### config.mk
export PLATFORM = sky130hd
export DESIGN_NAME = svf_lowpass_with_level_top
export DESIGN_NICKNAME = d
export VERILOG_FILES = /design/src/svflp_pkg.sv /design/src/svflp_regs.sv /design/src/svflp_mul.sv /design/src/svflp_core.sv /design/src/svf_lowpass_with_level_top.sv
export SDC_FILE = /design/constraint.sdc
export NUM_CORES = 2
export LEC_CHECK = 0
export ABC_AREA = 0
export BUFFER_PORTS_ARGS = -buffer_cell sky130_fd_sc_hd__buf_2
export CAP_MARGIN = 10
export CORE_UTILIZATION = 66
export CTS_BUF_LIST = sky130_fd_sc_hd__clkbuf_4
export DETAILED_ROUTE_END_ITERATION = 12
export PLACE_DENSITY = 0.84
export SLEW_MARGIN = 20
export SYNTH_ARGS = -nofsm -noshare
export SYNTH_HDL_FRONTEND = slang
export SYNTH_HIERARCHICAL = 1
export SYNTH_SLANG_ARGS = --single-unit
### constraint.sdc
create_clock -name clk -period 8.48 [get_ports clk]
set_input_delay 2.12 -clock clk [delete_from_list [all_inputs] [get_ports clk]]
set_output_delay 2.12 -clock clk [all_outputs]
set_load 0.03 [all_outputs]
### src/svflp_pkg.sv
// ----------------------------------------------------------------------------
// svflp_pkg
// Shared types, constants and coefficient lookups for the two-pole SVF
// lowpass with output level stage.
// ----------------------------------------------------------------------------
package svflp_pkg;

  localparam int STATE_W  = 40;            // integrator width, wraps
  localparam int PROD_W   = STATE_W + 12;  // products and differences
  localparam int SAMPLE_W = 20;
  localparam int K_W      = 10;            // widest serial coefficient (k <= 512)
  localparam int CNT_W    = $clog2(K_W + 1);
  localparam int PADDR_W  = 4;
  localparam int PDATA_W  = 32;

  localparam logic [12:0] CUTOFF_MAX = 13'h1ffe;
  localparam logic [K_W-1:0] K_MAX   = K_W'(512);
  localparam logic [4:0]  S_BASE     = 5'd24;
  localparam logic [6:0]  M_BASE     = 7'd127;
  localparam logic [4:0]  LVL_SHIFT  = 5'd11;  // 7 for the level, 4 for truncation

  localparam logic signed [STATE_W-1:0] CLAMP_POS = STATE_W'(262144);
  localparam logic signed [STATE_W-1:0] CLAMP_NEG = -STATE_W'(262143);
  localparam logic signed [SAMPLE_W-1:0] Y_MIN = SAMPLE_W'(-524288);
  localparam logic signed [SAMPLE_W-1:0] Y_MAX = SAMPLE_W'(524287);

  typedef struct packed {
    logic [12:0] cutoff_code;
    logic [4:0]  resonance_index;
    logic [7:0]  total_level;
    logic        voff;
  } cfg_t;

  typedef enum logic [1:0] {
    REG_CUTOFF,
    REG_RESON,
    REG_LEVEL,
    REG_VOFF
  } reg_idx_t;

  typedef enum logic [3:0] {
    ST_IDLE,
    ST_MUL_D,
    ST_D_SUB,
    ST_MUL_E,
    ST_BAND_UPD,
    ST_MUL_Q,
    ST_LOW_UPD,
    ST_CLAMP,
    ST_MUL_L,
    ST_FINISH
  } core_state_t;

  function automatic logic [7:0] damp_lut(input logic [4:0] idx);
    logic [7:0] v;
    case (idx)
      5'd0:  v = 8'd192;  5'd1:  v = 8'd176;  5'd2:  v = 8'd160;  5'd3:  v = 8'd144;
      5'd4:  v = 8'd128;  5'd5:  v = 8'd120;  5'd6:  v = 8'd112;  5'd7:  v = 8'd104;
      5'd8:  v = 8'd96;   5'd9:  v = 8'd88;   5'd10: v = 8'd80;   5'd11: v = 8'd72;
      5'd12: v = 8'd64;   5'd13: v = 8'd60;   5'd14: v = 8'd56;   5'd15: v = 8'd52;
      5'd16: v = 8'd48;   5'd17: v = 8'd44;   5'd18: v = 8'd40;   5'd19: v = 8'd36;
      5'd20: v = 8'd32;   5'd21: v = 8'd30;   5'd22: v = 8'd28;   5'd23: v = 8'd26;
      5'd24: v = 8'd24;   5'd25: v = 8'd22;   5'd26: v = 8'd20;   5'd27: v = 8'd18;
      5'd28: v = 8'd16;   5'd29: v = 8'd15;   5'd30: v = 8'd14;   5'd31: v = 8'd13;
      default: v = 8'd192;
    endcase
    return v;
  endfunction

  // gain k: 512 at the top codes, else 256 plus bits [8:1]
  function automatic logic [K_W-1:0] cutoff_k(input logic [12:0] code);
    return (code >= CUTOFF_MAX) ? K_MAX : {2'b01, code[8:1]};
  endfunction

  function automatic logic [4:0] cutoff_s(input logic [12:0] code);
    return S_BASE - {1'b0, code[12:9]};
  endfunction

  function automatic logic [6:0] level_m(input logic [7:0] tl);
    return M_BASE - {1'b0, tl[3:0], 2'b00};
  endfunction

  function automatic logic [4:0] level_shift(input logic [7:0] tl);
    return LVL_SHIFT + {1'b0, tl[7:4]};
  endfunction

  function automatic logic signed [PROD_W-1:0] sext_state(input logic [STATE_W-1:0] v);
    return {{(PROD_W-STATE_W){v[STATE_W-1]}}, v};
  endfunction

  function automatic logic signed [PROD_W-1:0] sext_sample(input logic [SAMPLE_W-1:0] v);
    return {{(PROD_W-SAMPLE_W){v[SAMPLE_W-1]}}, v};
  endfunction

endpackage

### src/svflp_regs.sv
// ----------------------------------------------------------------------------
// svflp_regs
// APB register file: cutoff, resonance, total level and level bypass.
// ----------------------------------------------------------------------------
module svflp_regs (
  input  logic                          clk,
  input  logic                          rst,
  input  logic                          psel,
  input  logic                          penable,
  input  logic                          pwrite,
  input  logic [svflp_pkg::PADDR_W-1:0] paddr,
  input  logic [svflp_pkg::PDATA_W-1:0] pwdata,
  output logic [svflp_pkg::PDATA_W-1:0] prdata,
  output logic                          pready,
  output svflp_pkg::cfg_t               cfg
);
  import svflp_pkg::*;

  reg_idx_t idx;
  logic     wr_en;

  assign idx    = reg_idx_t'(paddr[PADDR_W-1:2]);
  assign pready = 1'b1;
  assign wr_en  = psel & penable & pwrite & pready;

  always_ff @(posedge clk) begin
    if (rst) begin
      cfg.cutoff_code     <= '0;
      cfg.resonance_index <= '0;
      cfg.total_level     <= '0;
      cfg.voff            <= 1'b1;
    end else if (wr_en) begin
      case (idx)
        REG_CUTOFF: cfg.cutoff_code     <= pwdata[12:0];
        REG_RESON:  cfg.resonance_index <= pwdata[4:0];
        REG_LEVEL:  cfg.total_level     <= pwdata[7:0];
        REG_VOFF:   cfg.voff            <= pwdata[0];
        default: ;
      endcase
    end
  end

  always_comb begin
    case (idx)
      REG_CUTOFF: prdata = PDATA_W'(cfg.cutoff_code);
      REG_RESON:  prdata = PDATA_W'(cfg.resonance_index);
      REG_LEVEL:  prdata = PDATA_W'(cfg.total_level);
      REG_VOFF:   prdata = PDATA_W'(cfg.voff);
      default:    prdata = '0;
    endcase
  end

endmodule

### src/svflp_mul.sv
// ----------------------------------------------------------------------------
// svflp_mul
// Bit-serial multiplier: signed wide operand times unsigned coefficient,
// one coefficient bit per cycle, MSB first.
// ----------------------------------------------------------------------------
module svflp_mul (
  input  logic                                clk,
  input  logic                                rst,
  input  logic                                start,
  input  logic signed [svflp_pkg::PROD_W-1:0] a,
  input  logic [svflp_pkg::K_W-1:0]           b,
  output logic                                done,
  output logic signed [svflp_pkg::PROD_W-1:0] prod
);
  import svflp_pkg::*;

  logic signed [PROD_W-1:0] ma;
  logic [K_W-1:0]           mb;
  logic signed [PROD_W-1:0] acc;
  logic [CNT_W-1:0]         cnt;

  always_ff @(posedge clk) begin
    if (rst) begin
      cnt  <= '0;
      done <= 1'b0;
    end else begin
      done <= (cnt == CNT_W'(1)) && !start;
      if (start) begin
        cnt <= CNT_W'(K_W);
      end else if (cnt != '0) begin
        cnt <= cnt - CNT_W'(1);
      end
    end
  end

  // Horner form: acc = 2*acc + bit*a
  always_ff @(posedge clk) begin
    if (start) begin
      ma  <= a;
      mb  <= b;
      acc <= '0;
    end else if (cnt != '0) begin
      acc <= (acc <<< 1) + (mb[K_W-1] ? ma : '0);
      mb  <= mb << 1;
    end
  end

  assign prod = acc;

endmodule

### src/svflp_core.sv
// ----------------------------------------------------------------------------
// svflp_core
// Filter sequencer: integrator state, step datapath around the shared
// serial multiplier, clamp, level stage and output register.
// ----------------------------------------------------------------------------
module svflp_core (
  input  logic                                  clk,
  input  logic                                  rst,
  input  svflp_pkg::cfg_t                       cfg,
  input  logic                                  in_valid,
  output logic                                  in_ready,
  input  logic signed [svflp_pkg::SAMPLE_W-1:0] sample_in,
  output logic                                  out_valid,
  input  logic                                  out_ready,
  output logic signed [svflp_pkg::SAMPLE_W-1:0] sample_out
);
  import svflp_pkg::*;

  core_state_t state, state_next;

  logic [STATE_W-1:0]        band, low;
  logic signed [PROD_W-1:0]  tmp, tmp2;
  logic signed [SAMPLE_W-1:0] yreg;

  logic                      mul_start, mul_done;
  logic signed [PROD_W-1:0]  mul_a, mul_p;
  logic [K_W-1:0]            mul_b;

  logic [K_W-1:0]            k_val;
  logic [4:0]                s_val;
  logic [4:0]                lsh;
  logic [PROD_W-1:0]         ceil_mask;
  logic signed [PROD_W-1:0]  x_ext, low_inc, lvl_shr;
  logic [STATE_W-1:0]        band_next;
  logic signed [STATE_W-1:0] low_s, neg2;
  logic signed [SAMPLE_W-1:0] y_clamp;
  logic                      accept, out_free;

  assign k_val     = cutoff_k(cfg.cutoff_code);
  assign s_val     = cutoff_s(cfg.cutoff_code);
  assign lsh       = level_shift(cfg.total_level);
  assign ceil_mask = ~({PROD_W{1'b1}} << s_val);

  assign accept   = in_valid & in_ready;
  assign out_free = !out_valid || out_ready;

  // x = sample >> 1, floor
  assign x_ext     = sext_sample(sample_in) >>> 1;
  assign band_next = band + tmp2[STATE_W-1:0];
  assign low_inc   = tmp2 >>> s_val;

  assign low_s = low;
  assign neg2  = -(low_s <<< 1);
  always_comb begin
    if (low_s > CLAMP_POS)      y_clamp = Y_MIN;
    else if (low_s < CLAMP_NEG) y_clamp = Y_MAX;
    else                        y_clamp = neg2[SAMPLE_W-1:0];
  end

  // level shift already folds in the drop to 1/16, so this is (lv >> 4)
  assign lvl_shr = mul_p >>> lsh;

  svflp_mul u_mul (
    .clk   (clk),
    .rst   (rst),
    .start (mul_start),
    .a     (mul_a),
    .b     (mul_b),
    .done  (mul_done),
    .prod  (mul_p)
  );

  always_ff @(posedge clk) begin
    if (rst) state <= ST_IDLE;
    else     state <= state_next;
  end

  always_comb begin
    state_next = state;
    in_ready   = 1'b0;
    mul_start  = 1'b0;
    mul_a      = sext_state(band);
    mul_b      = k_val;
    case (state)
      ST_IDLE: begin
        in_ready = 1'b1;
        mul_b    = K_W'(damp_lut(cfg.resonance_index));
        if (in_valid) begin
          mul_start  = 1'b1;
          state_next = ST_MUL_D;
        end
      end
      ST_MUL_D:    if (mul_done) state_next = ST_D_SUB;
      ST_D_SUB: begin
        // e = x - low - 2*ceil(damp*band/256)
        mul_a      = tmp - ((tmp2 >>> 8) <<< 1);
        mul_start  = 1'b1;
        state_next = ST_MUL_E;
      end
      ST_MUL_E:    if (mul_done) state_next = ST_BAND_UPD;
      ST_BAND_UPD: begin
        mul_a      = sext_state(band_next);
        mul_start  = 1'b1;
        state_next = ST_MUL_Q;
      end
      ST_MUL_Q:    if (mul_done) state_next = ST_LOW_UPD;
      ST_LOW_UPD:  state_next = ST_CLAMP;
      ST_CLAMP: begin
        mul_a = sext_sample(y_clamp);
        mul_b = K_W'(level_m(cfg.total_level));
        if (cfg.voff) begin
          state_next = ST_FINISH;
        end else begin
          mul_start  = 1'b1;
          state_next = ST_MUL_L;
        end
      end
      ST_MUL_L:    if (mul_done) state_next = ST_FINISH;
      ST_FINISH:   if (out_free) state_next = ST_IDLE;
      default:     state_next = ST_IDLE;
    endcase
  end

  // filter state
  always_ff @(posedge clk) begin
    if (rst) begin
      band <= '0;
      low  <= '0;
    end else begin
      if (state == ST_BAND_UPD) band <= band_next;
      if (state == ST_LOW_UPD)  low  <= low + low_inc[STATE_W-1:0];
    end
  end

  // step temporaries
  always_ff @(posedge clk) begin
    if (accept) tmp <= x_ext - sext_state(low);
    if (mul_done) begin
      case (state)
        ST_MUL_D: tmp2 <= mul_p + PROD_W'(255);       // ceil by 256
        ST_MUL_E: tmp2 <= mul_p >>> s_val;
        ST_MUL_Q: tmp2 <= mul_p + ceil_mask;          // ceil by 2^s
        default:  ;
      endcase
    end
    if (state == ST_CLAMP) yreg <= y_clamp;
    if (state == ST_MUL_L && mul_done) yreg <= {lvl_shr[SAMPLE_W-5:0], 4'b0000};
  end

  // output register
  always_ff @(posedge clk) begin
    if (rst) begin
      out_valid <= 1'b0;
    end else if (state == ST_FINISH && out_free) begin
      out_valid <= 1'b1;
    end else if (out_ready) begin
      out_valid <= 1'b0;
    end
  end

  always_ff @(posedge clk) begin
    if (state == ST_FINISH && out_free) sample_out <= yreg;
  end

endmodule

### src/svf_lowpass_with_level_top.sv
// ----------------------------------------------------------------------------
// svf_lowpass_with_level_top
// Two-pole state-variable lowpass with optional output level stage.
// Input channel (in_valid/in_ready, sample_in) takes one sample per item;
// output channel (out_valid/out_ready, sample_out) returns one item each.
// Settings go through the APB port: cutoff 0x0, resonance 0x4, total level
// 0x8, voff 0xC; write them only while no item is in flight.
// One item at a time; the next item can be taken in the same cycle that
// out_valid rises. Item spacing is set by the shared bit-serial multiplier:
// 3 products per item with voff=1, 4 with voff=0.
// A stalled receiver leaves the result in the output register; the next item
// is still taken and computed, and waits at the end until that register frees.
// Reset (rst, synchronous) zeroes both integrators, empties the output and
// loads default settings (voff=1, all others zero).
// ----------------------------------------------------------------------------
module svf_lowpass_with_level_top (
  input  logic                                  clk,
  input  logic                                  rst,
  input  logic                                  psel,
  input  logic                                  penable,
  input  logic                                  pwrite,
  input  logic [svflp_pkg::PADDR_W-1:0]         paddr,
  input  logic [svflp_pkg::PDATA_W-1:0]         pwdata,
  output logic [svflp_pkg::PDATA_W-1:0]         prdata,
  output logic                                  pready,
  input  logic                                  in_valid,
  output logic                                  in_ready,
  input  logic signed [svflp_pkg::SAMPLE_W-1:0] sample_in,
  output logic                                  out_valid,
  input  logic                                  out_ready,
  output logic signed [svflp_pkg::SAMPLE_W-1:0] sample_out
);
  import svflp_pkg::*;

  cfg_t cfg;

  // register file
  svflp_regs u_regs (
    .clk     (clk),
    .rst     (rst),
    .psel    (psel),
    .penable (penable),
    .pwrite  (pwrite),
    .paddr   (paddr),
    .pwdata  (pwdata),
    .prdata  (prdata),
    .pready  (pready),
    .cfg     (cfg)
  );

  // sequencer, integrators, multiplier and output register
  svflp_core u_core (
    .clk        (clk),
    .rst        (rst),
    .cfg        (cfg),
    .in_valid   (in_valid),
    .in_ready   (in_ready),
    .sample_in  (sample_in),
    .out_valid  (out_valid),
    .out_ready  (out_ready),
    .sample_out (sample_out)
  );

`ifndef SYNTHESIS
  // a taken item keeps the core busy
  a_busy_after_accept: assert property (@(posedge clk) disable iff (rst)
    in_valid && in_ready |=> !in_ready)
    else $error("in_ready stayed high after an item was taken");

  // a result is only loaded as the core returns to idle
  a_result_at_idle: assert property (@(posedge clk) disable iff (rst)
    $rose(out_valid) |-> in_ready)
    else $error("result loaded while core still busy");

  // reset leaves the block empty and ready
  a_reset_state: assert property (@(posedge clk)
    $past(rst) |-> in_ready && !out_valid && cfg.voff)
    else $error("block not empty and ready after reset");
`endif

endmodule
==> flow_metrics.py <==
metrics = {
    "routing": {
        "wl_met1_um": 50490,
        "wl_per_cell_um": 23.62,
        "drtAntennaViolNets": 0,
        "post-route-drc-count": 0,
        "drt_iter0_drc": 5080,
        "drt_pass1_iterations": 6,
        "via_per_inst": 6.808,
        "route.met3.wl_um": 14990,
        "maxUsedRoutingLayer": "met5",
        "vias": 36610,
        "wl_um": 127000,
        "dr_wl_met2_um": 52970,
    },
    "worst_setup_path": {
        "cp_data_required_time_ns": 9.27,
        "slowest_delay_ns": 0.77,
        "critical_path.startpoint_type": "register",
        "startpoint": "u_regs/cfg[23]$_SDFFE_PP0P_",
        "cp_slowest_cell": "dfxtp_4",
        "path_class": "reg -> reg",
        "reg2reg_from": "u_regs/cfg[23]$_SDFFE_PP0P_",
        "path_max_fanout": 44,
        "cp.arrival_ns": 7.57,
        "setup.worst_path.end_class": "register",
        "worstPathCellList": "inv_1 -> ha_4 -> clkinv_1 -> nor2_1 -> a21oi_1 -> mux2i_1 -> a21oi_1 -> nand2_1 -> o21ai_0 -> ha_1 -> fa_1 -> a21oi_1 -> o21ai_1 -> o21ai_1 -> o221ai_1 -> or4_1 -> o21ai_1 -> o31ai_1 -> a221o_1 -> a31oi_1 -> or4_1 -> o311ai_0",
    },
    "synthesis": {
        "synthTopCellsByArea": "edfxtp_1 15%, dfxtp_1 9.3%, ha_1 8.6%",
        "synthCells": 4617,
        "syn_area_um2": 37280,
        "synth.largest_area_cell": "edfxtp_1",
        "ys_types": 110,
        "ys.flop_type": "edfxtp_1",
        "syn_area_per_cell_um2": 8.075,
        "synth_top_area_share_pct": 15.38,
        "synth_edf_count": 191,
        "async_flop_share_pct": 0,
        "ys_warn_count": 6,
        "synth_common_cells": "625 x nand2_1, 458 x a21oi_1, 300 x o21ai_0",
        "synth_seq_area_share_pct": 24.67,
        "ys_seq_elements": 364,
        "synth_most_common_cell": "nand2_1",
    },
    "timing": {
        "min_period_ns": 6.783,
        "period_share_pct": 79.99,
        "worst_pin_slew_ns": 1.136,
        "timing.slew.headroom_pct": 24.04,
        "grt_setup_unrepaired": "false",
        "setup_viol": 0,
        "hold_viol": 0,
        "worst_slack_ns": 1.697,
        "skew_ns": 0.07942,
        "slew_violations": 0,
        "tns_ns": 0,
        "fmax_mhz": 147.4,
    },
    "pwr": {
        "p_sw_mw": 4.406,
        "seq_power_share_pct": 30.4,
        "combPwrFrac_pct": 51.8,
        "clkPwrFrac_pct": 17.8,
        "power_leakage_nw": 16.16,
        "ir_worst_vdd_mv": 0.2541,
        "power_density_nw_per_um2": 237.9,
        "internal-power_mw": 4.906,
        "sw_frac_of_total_pct": 47.31,
    },
    "global_route": {
        "grt.total_usage_pct": 43.23,
        "first_global_vias": 32740,
        "grt_start_max_net_pins": 73,
        "grt_antenna_before_repair": 6,
        "overflow": 0,
        "grt_pass1_wl_um": 191800,
    },
    "placement": {
        "port-buffer-count": 75,
        "dp_hpwl_um": 95620,
        "gp_congestion": 1.051,
        "place_ws_ns": 1.883,
    },
    "die": {
        "core.rowCount": 86,
        "io_pins": 118,
        "core_um2": 55420,
        "fp.dieW_um": 239.7,
        "dieHeight_um": 239.7,
        "initial_utilization_pct": 67.28,
        "die_area_um2": 57440,
    },
    "clocking": {
        "cts_buffer_depth": 3,
        "clk_latency_ns": 0.94,
        "cts.repair.resized": 0,
        "cts_sinks": 364,
        "hold_buffers": 0,
        "cts.root.buffer_cell": "clkbuf_4",
        "cts_max_level": 3,
        "clkSlewWorstSetupHoldPaths_ns": 0.06,
        "cts_setup_buffers": 0,
        "cts_tree": "yes",
        "numCtsBuffers": 100,
    },
    "cells_and_area": {
        "area_delta_synth_final_pct": 4.984,
        "finish.net_count": 4862,
        "layout-drive-gt1-share_pct": 10.73,
        "fillers": 4565,
    },
    "job": {
        "drv_cap": 0,
    },
    "worst_hold_path": {
        "worstHoldPathType": "reg -> reg",
        "hp-start": "u_core/yreg[16]$_DFFE_PP_",
    },
    "run_status": {
        "status": "complete, no violations",
    },
}
## metal layers
metal | GRT usage, % | vias up
met5 | 0 | -
met3 | 9.589 | 428
met2 | 63.44 | 2412
met4 | 25.70 | 2
li1 | - | 16830
met1 | 58.07 | 16930
## registers in the layout, indices dropped and copies added, names as in the netlist
register	count
u_core/low	40
u_core/tmp	41
u_core/sample_out	20
u_core/u_mul/done	1
u_core/out_valid	1
u_regs/cfg	27
u_core/state	4
u_core/u_mul/mb	10
u_core/u_mul/prod	52
u_core/u_mul/cnt	4
u_core/u_mul/ma	52
u_core/yreg	20
u_core/tmp2	52
u_core/band	40
## cell usage in the layout (no fill, tap or decap), types with 18 or more instances in the layout
master    count
a211oi_1     83
nor4_1       22
and3_1       35
nand2b_1     59
inv_1       183
mux2i_1     185
nand3_1     110
nor2b_1      52
clkbuf_4    140
o221ai_1     30
nor2_1      279
buf_4        54
a21oi_1     457
nand4_1      76
dfxtp_1     171
ha_1        252
o21a_1       29
edfxtp_1    191
nor3_1       43
mux4_2       90
conb_1       20
o211ai_1     36
and2_1       81
mux2_2       40
nand2_1     625
a221o_1      18
clkinv_1     31
a21o_1      151
xnor2_1     157
o21ai_0     299
buf_2        74
o21bai_1     44
a31oi_1      61
xor2_1      117
## logic make-up (layout without fill, tap and decap cells)
kind of cell,Yosys count,in the layout,synth area share (%)
AND/OR/NAND/NOR,1478,1478,18.60
multiplexers,316,316,11.68
XOR/XNOR,279,279,6.554
adder cells (fa/ha/maj),261,261,8.880
flip-flops,364,364,24.67
AO/OA/AOI/OAI,1403,1403,23.93
buffers and inverters,514,502,5.662
other,2,26,0.02014
## worst max-delay path, delay by kind of cell (launching register included)
family	cells	cell delay [ns]
AO/OA/AOI/OAI	12	2.38
adder cells (fa/ha/maj)	3	1.35
buffers and inverters	2	0.96
AND/OR/NAND/NOR	4	0.91
flip-flops	1	0.77
multiplexers	1	0.25
## path summary, 6_finish.rpt
path                            slack, ns  cells past startpoint                               to
worst max-delay path                 1.70                     22      u_core/low[38]$_SDFFE_PP0P_
worst min-delay path                 0.41                      0  u_core/sample_out[16]$_DFFE_PP_
worst max register to register       1.70                     22      u_core/low[38]$_SDFFE_PP0P_
worst min register to register       0.41                      0  u_core/sample_out[16]$_DFFE_PP_
## cell type report
type                    instances  area (um^2)  area share, %
clock inverters                47        239.0         0.6106
multi-input cells            3757        26190          66.92
clock buffers                 140         1051          2.685
diodes                          6        15.01        0.03836
repair buffers                129        803.3          2.052
well taps                     748        935.9          2.391
flip-flops and latches        364         9204          23.52
inverters                     186        698.2          1.784
## stage by stage
step / util, % / total power, mW / cells / hold slack, ns / area (um^2)
detailed placement: 68.21 / 7.475 / 5183 / 0.4045 / 37800
finish: 70.63 / 9.312 / 5377 / 0.4121 / 39140
global placement: 68.20 / 7.417 / 5183 / 0.4013 / 37790
floorplan: - / 6.143 / 4635 / 0.4003 / 37350
CTS: 70.54 / 9.139 / 5370 / 0.4106 / 39090
global route: 70.62 / 9.772 / 5374 / 0.4245 / 39130
## power by group through the flow
stage | combinational [mW] | sequential (mW) | clock (mW)
floorplan | 3.68 | 2.46 | 0
global placement | 4.59 | 2.82 | 0
detailed placement | 4.64 | 2.84 | 0
CTS | 4.67 | 2.80 | 1.67
global route | 5.16 | 2.85 | 1.76
finish | 4.82 | 2.83 | 1.66
No activity file was read; power rests on OpenSTA's default activity.
